## src/tsl_pkg.sv

```systemverilog
// Shared constants and controller/datapath interface types for the tournament selector.
package tsl_pkg;

  // 31-bit linear congruential generator
  localparam int unsigned RAND_W   = 31;
  localparam logic [30:0] LCG_MUL  = 31'd1103515245;
  localparam logic [30:0] LCG_ADD  = 31'd12345;
  localparam logic [30:0] RNG_SEED = 31'd54321;

  // configuration port
  localparam int unsigned CFG_IDX_W  = 8;
  localparam int unsigned CFG_DATA_W = 9;
  localparam logic [CFG_IDX_W-1:0] CFG_POP_SIZE  = 8'd0;
  localparam logic [CFG_IDX_W-1:0] CFG_TOUR_SIZE = 8'd1;

  // input kinds carried on tuser
  localparam logic MODE_WRITE  = 1'b0;
  localparam logic MODE_SELECT = 1'b1;

  // stream payload widths
  localparam int unsigned SLOT_W    = 8;
  localparam int unsigned FIT_IO_W  = 32;
  localparam int unsigned TDATA_W   = 40;

  // controller to datapath commands
  typedef struct packed {
    logic wr;        // store the accepted fitness beat
    logic start;     // begin a selection: load draw count
    logic lcg;       // advance generator, load modulo unit
    logic mod_step;  // one restoring-remainder step
    logic rd;        // read fitness store at the drawn index
    logic cmp;       // compare candidate against running best
    logic out_load;  // move winner into the output register
  } tsl_cmd_t;

  // datapath to controller status
  typedef struct packed {
    logic mod_last;  // this modulo step is the last one
    logic draw_last; // the candidate in compare is the final draw
    logic out_free;  // output register can take a result now
  } tsl_stat_t;

endpackage

```

## src/tsl_ctrl.sv

```systemverilog
// Sequencer for fitness writes and tournament draws.
module tsl_ctrl
  import tsl_pkg::*;
(
  input  logic      clk,
  input  logic      rst_n,
  input  logic      in_tvalid,
  input  logic      in_tuser,
  output logic      in_tready,
  input  tsl_stat_t stat,
  output tsl_cmd_t  cmd
);

  typedef enum logic [2:0] {
    S_IDLE,
    S_LCG,
    S_MOD,
    S_READ,
    S_CMP,
    S_OUT
  } state_t;

  state_t state_r, state_nxt;

  assign in_tready = (state_r == S_IDLE);

  // command decode
  always_comb begin
    cmd          = '0;
    cmd.wr       = (state_r == S_IDLE) && in_tvalid && (in_tuser == MODE_WRITE);
    cmd.start    = (state_r == S_IDLE) && in_tvalid && (in_tuser == MODE_SELECT);
    cmd.lcg      = (state_r == S_LCG);
    cmd.mod_step = (state_r == S_MOD);
    cmd.rd       = (state_r == S_READ);
    cmd.cmp      = (state_r == S_CMP);
    cmd.out_load = (state_r == S_OUT) && stat.out_free;
  end

  // next state
  always_comb begin
    state_nxt = state_r;
    unique case (state_r)
      S_IDLE: if (cmd.start) state_nxt = S_LCG;
      S_LCG:  state_nxt = S_MOD;
      S_MOD:  if (stat.mod_last) state_nxt = S_READ;
      S_READ: state_nxt = S_CMP;
      S_CMP:  state_nxt = stat.draw_last ? S_OUT : S_LCG;
      S_OUT:  if (stat.out_free) state_nxt = S_IDLE;
      default: state_nxt = S_IDLE;
    endcase
  end

  always_ff @(posedge clk) begin
    if (!rst_n) begin
      state_r <= S_IDLE;
    end else begin
      state_r <= state_nxt;
    end
  end

endmodule

```

## config.mk

```make
export PLATFORM = sky130hd
export DESIGN_NAME = tsl_ctrl
export DESIGN_NICKNAME = d
export VERILOG_FILES = /design/src/tsl_pkg.sv /design/src/tsl_ctrl.sv
export SDC_FILE = /design/constraint.sdc
export NUM_CORES = 1
export LEC_CHECK = 0
export BUFFER_PORTS_ARGS = -buffer_cell sky130_fd_sc_hd__buf_2
export CAP_MARGIN = 20
export CORE_AREA = 4 4 41 43
export DETAILED_ROUTE_END_ITERATION = 8
export DIE_AREA = 0 0 45 47
export GPL_TIMING_DRIVEN = 0
export PLACE_DENSITY = 0.45
export REMOVE_ABC_BUFFERS = 1
export SETUP_SLACK_MARGIN = 0.1
export SYNTH_ARGS = -nofsm -noshare
export SYNTH_HDL_FRONTEND = slang
export SYNTH_SLANG_ARGS = --single-unit
```

## constraint.sdc

```tcl
create_clock -name clk -period 1.8 [get_ports clk]
set_input_delay 0.27 -clock clk [delete_from_list [all_inputs] [get_ports clk]]
set_output_delay 0.27 -clock clk [all_outputs]
set_load 0.1 [all_outputs]
```

# After elaboration in Yosys (flattened, before gate mapping)

Cells that the tools add are included.

Input bits: 7
Output and inout port bits: 8
Word-level logic and storage cells: 21
Bits in registers: 3

Bitwise gates (word level): 1
Eq/ne operators: 8
Muxes and demuxes: 5
Reductions and logical operators: 6

Operators by type and width:

| kind                                          | number |
|---|---|
| case mux 3 bit (6 select lines)               | 1 |
| two-way mux 3 bit                             | 4 |
| == test 3 x 2 -> 1 bit, second input constant | 2 |
| == test 3 bit, second input constant          | 2 |
| logical AND 1 bit                             | 4 |
| != test 2 bit, second input constant          | 2 |
| == test 3 x 1 -> 1 bit, second input constant | 1 |
| logical NOT 3 bit                             | 1 |
| AND reduction 3 bit                           | 1 |
| != test 2 x 1 -> 1 bit, second input constant | 1 |
| inverter 1 bit                                | 1 |

# Depth between registers and ports, before layout

Gate-level depths: netlist of the first run.

Depth in word-level cells: 5
Gate-level depth with buffers: 4
Gate-level depth less buffers: 3

# Worst setup path before layout of the first run

Ideal clock, no wire load.

Path type: register -> output
Start: register state_r[0]
End: output port cmd[6] (netlist bit)
Slack: -1,578 ps
Buffers on the path: 1
Arrival: 3,108 ps
Required time: 1,530 ps
Stages on the path, launching flop included: 5
Path through: dfxtp_1 > buf_2 > nor3_2 > nand2_1 > nor2_1

RTL lines:

| item                   | RTL line       | text |
|---|---|---|
| from (decl)            | tsl_ctrl.sv:23 | `state_t state_r, state_nxt;` |
| from (signal assigned) | tsl_ctrl.sv:57 | `state_r <= state_nxt;` |
| to (decl)              | tsl_ctrl.sv:11 | `output tsl_cmd_t cmd` |

==> results.tsv, run 1 <==
stage	metric	value	unit
outcome	status	complete, no violations	
global_routing	grt_max_degree	10	
logic_synthesis	synth.cell_area	199	µm²
clocking	cts-root-buf	clkbuf_4	
logic_synthesis	synth-seq-cells	3	
setup_path	reg2regPathDepth	3	
logic_synthesis	synth-simple-area-share	52.2	%
setup_path	crit_arrival	1.32	ns
setup_path	worstPathRequired	1.53	ns
place	hpwl	421	µm
place	place.gp.congestion	0.583	
clocking	cts_made_buffers	3	
sta	fmax	0.628	GHz
layout	area.growth.synth_to_final	62.9	%
setup_path	regToRegStartpoint	state_r[0]	
clocking	clk_pin_slew	0.04	ns
setup_path	worstReg2RegEnd	state_r[0]	
place	numPortBuffers	14	
logic_synthesis	synthTopCellsByArea	dfxtp_1 30%, nor3b_1 11%, nor2_1 9.4%, nor3b_2 6.3%, nor3_2 5.0%	
power	powerDensity	1050	nW/µm²
logic_synthesis	synth_top_area_cell	dfxtp_1	
sta	period_needed	1.59	ns
layout	layout.nets	50	
setup_path	setup.worst_path.start_class	flip-flop	
layout	largest_register	state_r	
detailed_routing	route.detailed.drc	0	
place	place_ws	0.331	ns
sta	min_period_over_period	88.4	%
detailed_routing	via_count	224	
sta	hold_viol_final	0	
clocking	clock_latency	0.23	ns
sta	fin_skew	0.00187	ns
logic_synthesis	synth_top_family_by_area	simple AND/OR/NAND/NOR gates	
floorplan	core	1300	µm²
layout	n_antenna_cell	0	
logic_synthesis	synthAdderAreaFrac	0	%
floorplan	pin_count	15	
floorplan	initial_utilization	15.3	%
floorplan	die_w	45	µm
sta	maxSlewHeadroom	68.0	%
sta	finalSetupViolations	0	
global_routing	grt_pass1_vias	212	
detailed_routing	routed_wl	501	µm
setup_path	path_max_fanout	7	
min_path	hp-class	input pin to flip-flop	
global_routing	grt_pass1_wl	807	µm
logic_synthesis	synth_compound_area_share	10.7	%
setup_path	path_class	flip-flop to primary output	
setup_path	rrSetupSlack	0.66	ns
clocking	clock_sinks	3	
logic_synthesis	muxShareOfSynthArea	0	%
power	irDropWorstVdd	0.000341	V
clocking	cts_buffer_depth	2	
clocking	cts_tree	yes	
logic_synthesis	synth_area_per_cell	7.96	µm²
setup_path	critPathLaunch	state_r[1]	
floorplan	die_h	47	µm
logic_synthesis	postSynthCellCount	25	
global_routing	grt.overflow.total	0	
flow_run	drv_cap	0	
logic_synthesis	synth.distinct_cells	16	
power	p_leak	0.154	nW
detailed_routing	vias_per_cell	3.93	
logic_synthesis	yosysTopAreaCellShare	30.2	%
global_routing	grt_usage	5.37	%
logic_synthesis	synth-seq-area-share	30.2	%
setup_path	endpoint	cmd[3]	
floorplan	dieArea	2120	µm²
sta	worstMarginPinSlew	0.484	ns
layout	fillCellCount	159	
sta	tns	0	ns
detailed_routing	drt_first_pass_iters	2	
logic_synthesis	ys.warnings.count	0	
detailed_routing	ant_nets	0	
sta	fin_ws	0.209	ns
layout	drive_above_1_share	45.2	%
clocking	hold_buffers	0	
sta	grt_setup_unrepaired	false	
layout	largest_register_ffs	3	
floorplan	rows	13	
clocking	cts-htree-levels	1	
layout	largestRegisters	state_r (3)	
detailed_routing	wl_per_cell	8.79	µm
setup_path	end_kind	primary output	
sta	slew_violations	0	
detailed_routing	drt_iter0_drc	2	
global_routing	antenna_found_initial	0	
logic_synthesis	synth-xor-area-share	4.40	%
## stage by stage
step | power (mW) | instance area [µm²] | utilization, % | hold WS (ns) | std cells
2_1_floorplan | 0.200 | 194 | - | 0.388 | 24
3_3_place_gp | 0.224 | 283 | 21.7 | 0.520 | 53
3_5_place_dp | 0.224 | 283 | 21.7 | 0.522 | 53
4_1_cts | 0.348 | 314 | 24.1 | 0.279 | 57
5_1_grt | 0.361 | 324 | 24.9 | 0.296 | 57
6_report | 0.341 | 324 | 24.9 | 0.285 | 57
## what timing repair did
item,CTS,global route
hold endpoints to repair,0,0
gates resized for setup,2,5
setup buffers,0,0
endpoints found under the setup margin,2,4
## cell usage in the layout (no fill, tap or decap), drive strengths merged
master,netlist,layout
o21a,1,1
a21oi,1,1
clkbuf,0,7
dfxtp,3,3
xnor2,1,1
nor2,5,5
nand2,2,2
nor3b,4,4
nand2b,1,1
and3,1,1
o31a,1,1
nor3,2,2
and3b,1,1
buf,1,11
and2,1,1
## cell usage after synthesis (all sizes together)
cell type	instances
nor2	5
nor3b	4
dfxtp	3
nand2	2
nor3	2
a21oi	1
and2	1
and3	1
and3b	1
buf	1
nand2b	1
o21a	1
o31a	1
xnor2	1
## report_power, final
group	leakage (nW)	switching, mW	internal [mW]
registers	0.0245	0.00971	0.0716
logic	0.114	0.112	0.0326
clock network	0.0150	0.0326	0.0829
## worst max-delay path: stages, from the launching register on
cell and delay (ns):
dfxtp_1 0.43, nor3b_2 0.21, buf_2 0.45
## per-layer routing
metal  up-vias  share of wire, %  global-route usage [%]
li1        120                 -                       -
met1        96                40                    5.68
met2         8                49                    8.76
met3         0                11                    2.30
met4         0                 0                    3.51
met5         -                 0                       0
## final cells by class
type	count	area [µm²]	share of cell area [%]
tap	15	18.8	5.79
sequential	3	60.1	18.5
timing repair buffer	14	85.1	26.3
multi-input combinational	21	134	41.3
clock buffer	4	26.3	8.11
## how the worst min path moves through the flow
stage          slack, ns   from  depth (start not counted)          to
5_1_grt             0.30  rst_n                          2  state_r[0]
4_1_cts             0.28  rst_n                          2  state_r[2]
3_5_place_dp        0.52  rst_n                          2  state_r[2]
2_1_floorplan       0.39  rst_n                          1  state_r[2]
3_3_place_gp        0.52  rst_n                          2  state_r[2]
6_report            0.29  rst_n                          2  state_r[2]
## kinds of logic after synthesis
logic type | after synthesis
AOI/OAI and AO/OA | 3
DFF | 3
xor gates and xnor gates | 1
and+or+nand+nor | 17
buffers and inverters | 1
Power figures use the tool's default switching activity.
==> inputs of run 2 (changes only) <==
==> constraint.sdc (replaced) <==
create_clock -name clk -period 1.8 [get_ports clk]
set_input_delay 0.27 -clock clk [delete_from_list [all_inputs] [get_ports clk]]
set_output_delay 0.27 -clock clk [all_outputs]
set_load 0.005 [all_outputs]
==> results.tsv, run 2 (same netlist as run 1, synthesis figures left out) <==
stage	metric	value	unit	change
layout	largestRegisters	state_r (3)		
sta	min_period_over_period	77.1	%	-11 points
clocking	hold_buffers	0		unchanged
place	hpwl	421	µm	unchanged
layout	n_antenna_cell	0		unchanged
floorplan	initial_utilization	15.3	%	unchanged
sta	finalSetupViolations	0		unchanged
setup_path	rrSetupSlack	0.66	ns	about the same
sta	worstMarginPinSlew	0.315	ns	-0.169 ns
layout	mostFrequentLayoutCells	14 x buf_2, 5 x nor2_1, 3 x nor3b_1, 3 x clkbuf_4, 3 x dfxtp_1		
setup_path	crit_chain	nor3_2 > and3_1 > buf_2		
min_path	whs_path_depth	2		unchanged
global_routing	grt.overflow.total	0		unchanged
layout	drive_above_1_share	45.2	%	unchanged
min_path	hold_end	state_r[2]		
outcome	status	complete, no violations		
detailed_routing	ant_nets	0		unchanged
floorplan	dieArea	2120	µm²	unchanged
setup_path	end_kind	primary output		
place	numPortBuffers	14		unchanged
detailed_routing	via_count	223		-0.45%
detailed_routing	drt_iter0_drc	2		unchanged
clocking	clock_sinks	3		unchanged
clocking	cts-htree-levels	1		unchanged
sta	hold_viol_final	0		unchanged
sta	fin_skew	0.00187	ns	unchanged
setup_path	path_class	flip-flop to primary output		
clocking	cts.repair.resized	0		-2
setup_path	path_max_fanout	9		+2
layout	fin_cells	57		unchanged
global_routing	grt_usage	5.37	%	unchanged
setup_path	regToRegStartpoint	state_r[0]		
setup_path	crit_arrival	1.12	ns	-0.20 ns
clocking	postCtsSetupRepairBufs	0		unchanged
floorplan	rows	13		unchanged
detailed_routing	wl_per_cell	8.79	µm	unchanged
global_routing	grt_pass1_wl	807	µm	unchanged
global_routing	grt_pass1_vias	212		unchanged
layout	area.growth.synth_to_final	55.3	%	
floorplan	core	1300	µm²	unchanged
place	dp.cells	53		unchanged
power	irDropWorstVdd	0.000333	V	-2.5%
layout	largest_register_ffs	3		unchanged
setup_path	max_stage_delay	0.39	ns	-0.06 ns
sta	tns	0	ns	unchanged
layout	final_common_cell	buf_2		
power	powerDensity	789	nW/µm²	-25%
global_routing	antenna_found_initial	0		unchanged
sta	maxSlewHeadroom	79.0	%	+11 points
layout	largest_register	state_r		
power	p_leak	0.155	nW	+1.0%
flow_run	drv_cap	0		unchanged
clocking	cts_tree	yes		
floorplan	die_h	47	µm	unchanged
sta	grt_setup_unrepaired	false		
layout	layout.nets	50		unchanged
setup_path	critPathSlowestCell	dfxtp_1		
clocking	cts_made_buffers	3		unchanged
detailed_routing	routed_wl	501	µm	unchanged
floorplan	pin_count	15		unchanged
setup_path	worstReg2RegEnd	state_r[0]		
min_path	hp-class	input pin to flip-flop		
sta	slew_violations	0		unchanged
min_path	hold_start	rst_n		
sta	fmax	0.720	GHz	+15%
clocking	clock_latency	0.23	ns	about the same
sta	period_needed	1.39	ns	-0.203 ns
setup_path	worstPathRequired	1.53	ns	about the same
detailed_routing	route.detailed.drc	0		unchanged
setup_path	setup.worst_path.start_class	flip-flop		
clocking	cts-root-buf	clkbuf_4		
clocking	cts_buffer_depth	2		unchanged
global_routing	grt_max_degree	10		unchanged
detailed_routing	drt_first_pass_iters	2		unchanged
floorplan	die_w	45	µm	unchanged
detailed_routing	vias_per_cell	3.91		-0.45%
setup_path	reg2regPathDepth	3		unchanged
power	power.total	0.244	mW	-29%
place	place.gp.congestion	0.583		unchanged
clocking	clk_pin_slew	0.04	ns	about the same
-- run 2: through the flow --
| step | setup slack [ns] | instance area (µm²) | utilization [%] | hold WS (ns) |
|---|---|---|---|---|
| final | 0.412 | 309 | 23.8 | 0.285 |
| after global routing | 0.302 | 309 | 23.8 | 0.296 |
| after CTS | 0.396 | 309 | 23.8 | 0.279 |
| after detailed placement | 0.646 | 283 | 21.7 | 0.522 |
| after global placement | 0.639 | 283 | 21.7 | 0.520 |
| after floorplan | 0.733 | 194 | - | 0.388 |
-- run 2: cell type report --
cell class,instances,area [µm²]
Sequential cell,3,60.1
Clock buffer,4,26.3
Multi-Input combinational cell,21,134
Timing Repair Buffer,14,70.1
Fill cell,163,992
Tap cell,15,18.8
-- run 2: how the worst max path moves through the flow --
stage / startpoint / slack (ns) / to / cells after the start
2_1_floorplan: state_r[0] / 0.73 / state_r[0] / 3
3_3_place_gp: state_r[0] / 0.64 / cmd[5] / 3
3_5_place_dp: state_r[0] / 0.65 / cmd[5] / 3
4_1_cts: state_r[0] / 0.40 / cmd[5] / 3
5_1_grt: state_r[0] / 0.30 / cmd[6] / 4
6_report: state_r[0] / 0.41 / cmd[5] / 3
-- run 2: where the power goes --
part	switching (mW)	internal [mW]	leakage (nW)
Clock	0.0326	0.0829	0.0150
Sequential	0.00971	0.0716	0.0245
Combinational	0.0184	0.0285	0.116
Total	0.0607	0.183	0.155
-- run 2: worst max-delay path: cells and delay by family, from the launching register on --
family | cells | cell delay [ns]
buffers and inverters | 1 | 0.10
DFF | 1 | 0.39
and+or+nand+nor | 2 | 0.40
-- run 2: metal layers --
layer / wire length (µm) / up-vias / track usage, %
li1: - / 120 / -
met1: 197 / 95 / 5.68
met2: 244 / 8 / 8.76
met3: 59 / 0 / 2.30
met4: 0 / 0 / 3.51
met5: 0 / - / 0
==> inputs of run 3 (changes only) <==
==> constraint.sdc (replaced) <==
create_clock -name clk -period 1.3 [get_ports clk]
set_input_delay 0.195 -clock clk [delete_from_list [all_inputs] [get_ports clk]]
set_output_delay 0.195 -clock clk [all_outputs]
set_load 0.005 [all_outputs]
==> results.tsv, run 3 (same netlist as run 1, synthesis figures left out) <==
stage	metric	value	unit	change
floorplan	rows	13		unchanged
layout	n_antenna_cell	0		unchanged
setup_path	end_kind	primary output		
detailed_routing	wl_per_cell	9.29	µm	+5.7%
layout	largest_register_ffs	3		unchanged
sta	worstMarginPinSlew	0.165	ns	-0.150 ns
global_routing	grt_pass1_vias	204		-3.8%
sta	slew_violations	0		unchanged
layout	mostFrequentLayoutCells	14 x buf_2, 4 x buf_4		
floorplan	die_w	45	µm	unchanged
place	numPortBuffers	14		unchanged
clocking	clock_latency	0.23	ns	about the same
detailed_routing	vias_per_cell	3.98		+1.8%
global_routing	grt_pass1_wl	800	µm	-0.87%
floorplan	dieArea	2120	µm²	unchanged
sta	maxSlewHeadroom	89.0	%	+10 points
floorplan	core	1300	µm²	unchanged
clocking	cts_made_buffers	3		unchanged
place	dpl-instance-area	283	µm²	unchanged
layout	largest_register	state_r		
layout	final_common_cell	buf_2		
floorplan	pin_count	15		unchanged
sta	grt_setup_unrepaired	true		
power	irDropWorstVdd	0.000477	V	+43%
clocking	cts-root-buf	clkbuf_4		
layout	largestRegisters	state_r (3)		
detailed_routing	route.detailed.drc	0		unchanged
place	hpwl	421	µm	unchanged
global_routing	grt.overflow.total	0		unchanged
flow_run	drv_cap	0		unchanged
place	place.gp.congestion	0.583		unchanged
sta	fmax	0.815	GHz	
clocking	cts_tree	yes		
sta	period_needed	1.23	ns	
layout	area.growth.synth_to_final	88.1	%	
sta	min_period_over_period	94.4	%	
detailed_routing	via_count	247		+11%
detailed_routing	drt_first_pass_iters	1		-1
power	powerDensity	948	nW/µm²	+20%
setup_path	crit_arrival	1.03	ns	-0.09 ns
floorplan	die_h	47	µm	unchanged
sta	fin_ws	0.0727	ns	-0.339 ns
sta	hold_viol_final	0		unchanged
detailed_routing	routed_wl	576	µm	+15%
clocking	cts-htree-levels	1		unchanged
clocking	clock_sinks	3		unchanged
setup_path	path_max_fanout	7		-2
global_routing	grt_max_degree	10		unchanged
layout	layout.nets	55		+10%
clocking	hold_buffers	0		unchanged
setup_path	path_class	flip-flop to primary output		
global_routing	grt_usage	5.38	%	about the same
clocking	clk_pin_slew	0.04	ns	about the same
min_path	hp-class	input pin to flip-flop		
detailed_routing	ant_nets	0		unchanged
clocking	cts_buffer_depth	2		unchanged
sta	tns	0	ns	unchanged
power	p_leak	0.186	nW	+20%
layout	final_area	374	µm²	+21%
setup_path	worstPathRequired	1.11	ns	-0.42 ns
global_routing	antenna_found_initial	0		unchanged
sta	finalSetupViolations	0		unchanged
detailed_routing	drt_iter0_drc	0		-2
layout	drive_above_1_share	63.8	%	+19 points
floorplan	initial_utilization	15.3	%	unchanged
sta	fin_skew	0.00270	ns	+0.000826 ns
setup_path	setup.worst_path.start_class	flip-flop		
place	place_ws	0.153	ns	-0.493 ns
outcome	status	complete, no violations		
==> run 3: cell count changes in the layout (fill, tap and decap cells not counted), sizes merged <==
cell	before	now
buf	14	18
clkbuf	4	5
==> run 3: path summary, 6_finish.rpt <==
kind / start / endpoint / slack [ns] / depth (start not counted)
setup / recovery: state_r[2] / cmd[5] / 0.07 / 3
setup reg to reg: state_r[1] / state_r[0] / 0.24 / 3
hold / removal: rst_n / state_r[0] / 0.21 / 2
hold reg to reg: state_r[2] / state_r[1] / 0.50 / 1
==> run 3: power breakdown <==
group          internal, mW  switching [mW]  leakage [nW]
logic                0.0525          0.0313         0.144
clock network         0.115          0.0442        0.0150
registers            0.0979          0.0142        0.0267
total                 0.265          0.0897         0.186
==> run 3: metal layers <==
metal	vias up	GRT usage (%)	wire, µm
met5	-	0	0
met4	0	3.51	0
met3	0	2.30	59
met2	8	8.76	290
met1	109	5.69	227
li1	130	-	-
==> run 3: per-stage QoR <==
| step | power [mW] | std cells | util, % | hold WS (ns) |
|---|---|---|---|---|
| after detailed placement | 0.181 | 53 | 21.7 | 0.447 |
| after global placement | 0.181 | 53 | 21.7 | 0.445 |
| final | 0.355 | 62 | 28.7 | 0.212 |
| after floorplan | 0.148 | 24 | - | 0.313 |
| after global routing | 0.382 | 62 | 28.7 | 0.212 |
| after CTS | 0.354 | 57 | 24.9 | 0.204 |
==> run 3: area by class of cell <==
type	instances	area [µm²]
multi-input cells	21	153
clock buffers	4	26.3
fillers	162	927
well taps	15	18.8
repair buffers	19	105
flip-flops and latches	3	71.3
==> run 3: what timing repair did <==
item	CTS	global route
gates resized for setup	6	4
pin swaps	3	3
setup buffers	0	5
gates cloned	0	0
endpoints found under the setup margin	8	6
==> run 3: critical path: stages, from the launching register on <==
cell,delay (ns)
dfxtp_4,0.37
nor3_4,0.18
and3_1,0.16
buf_2,0.10
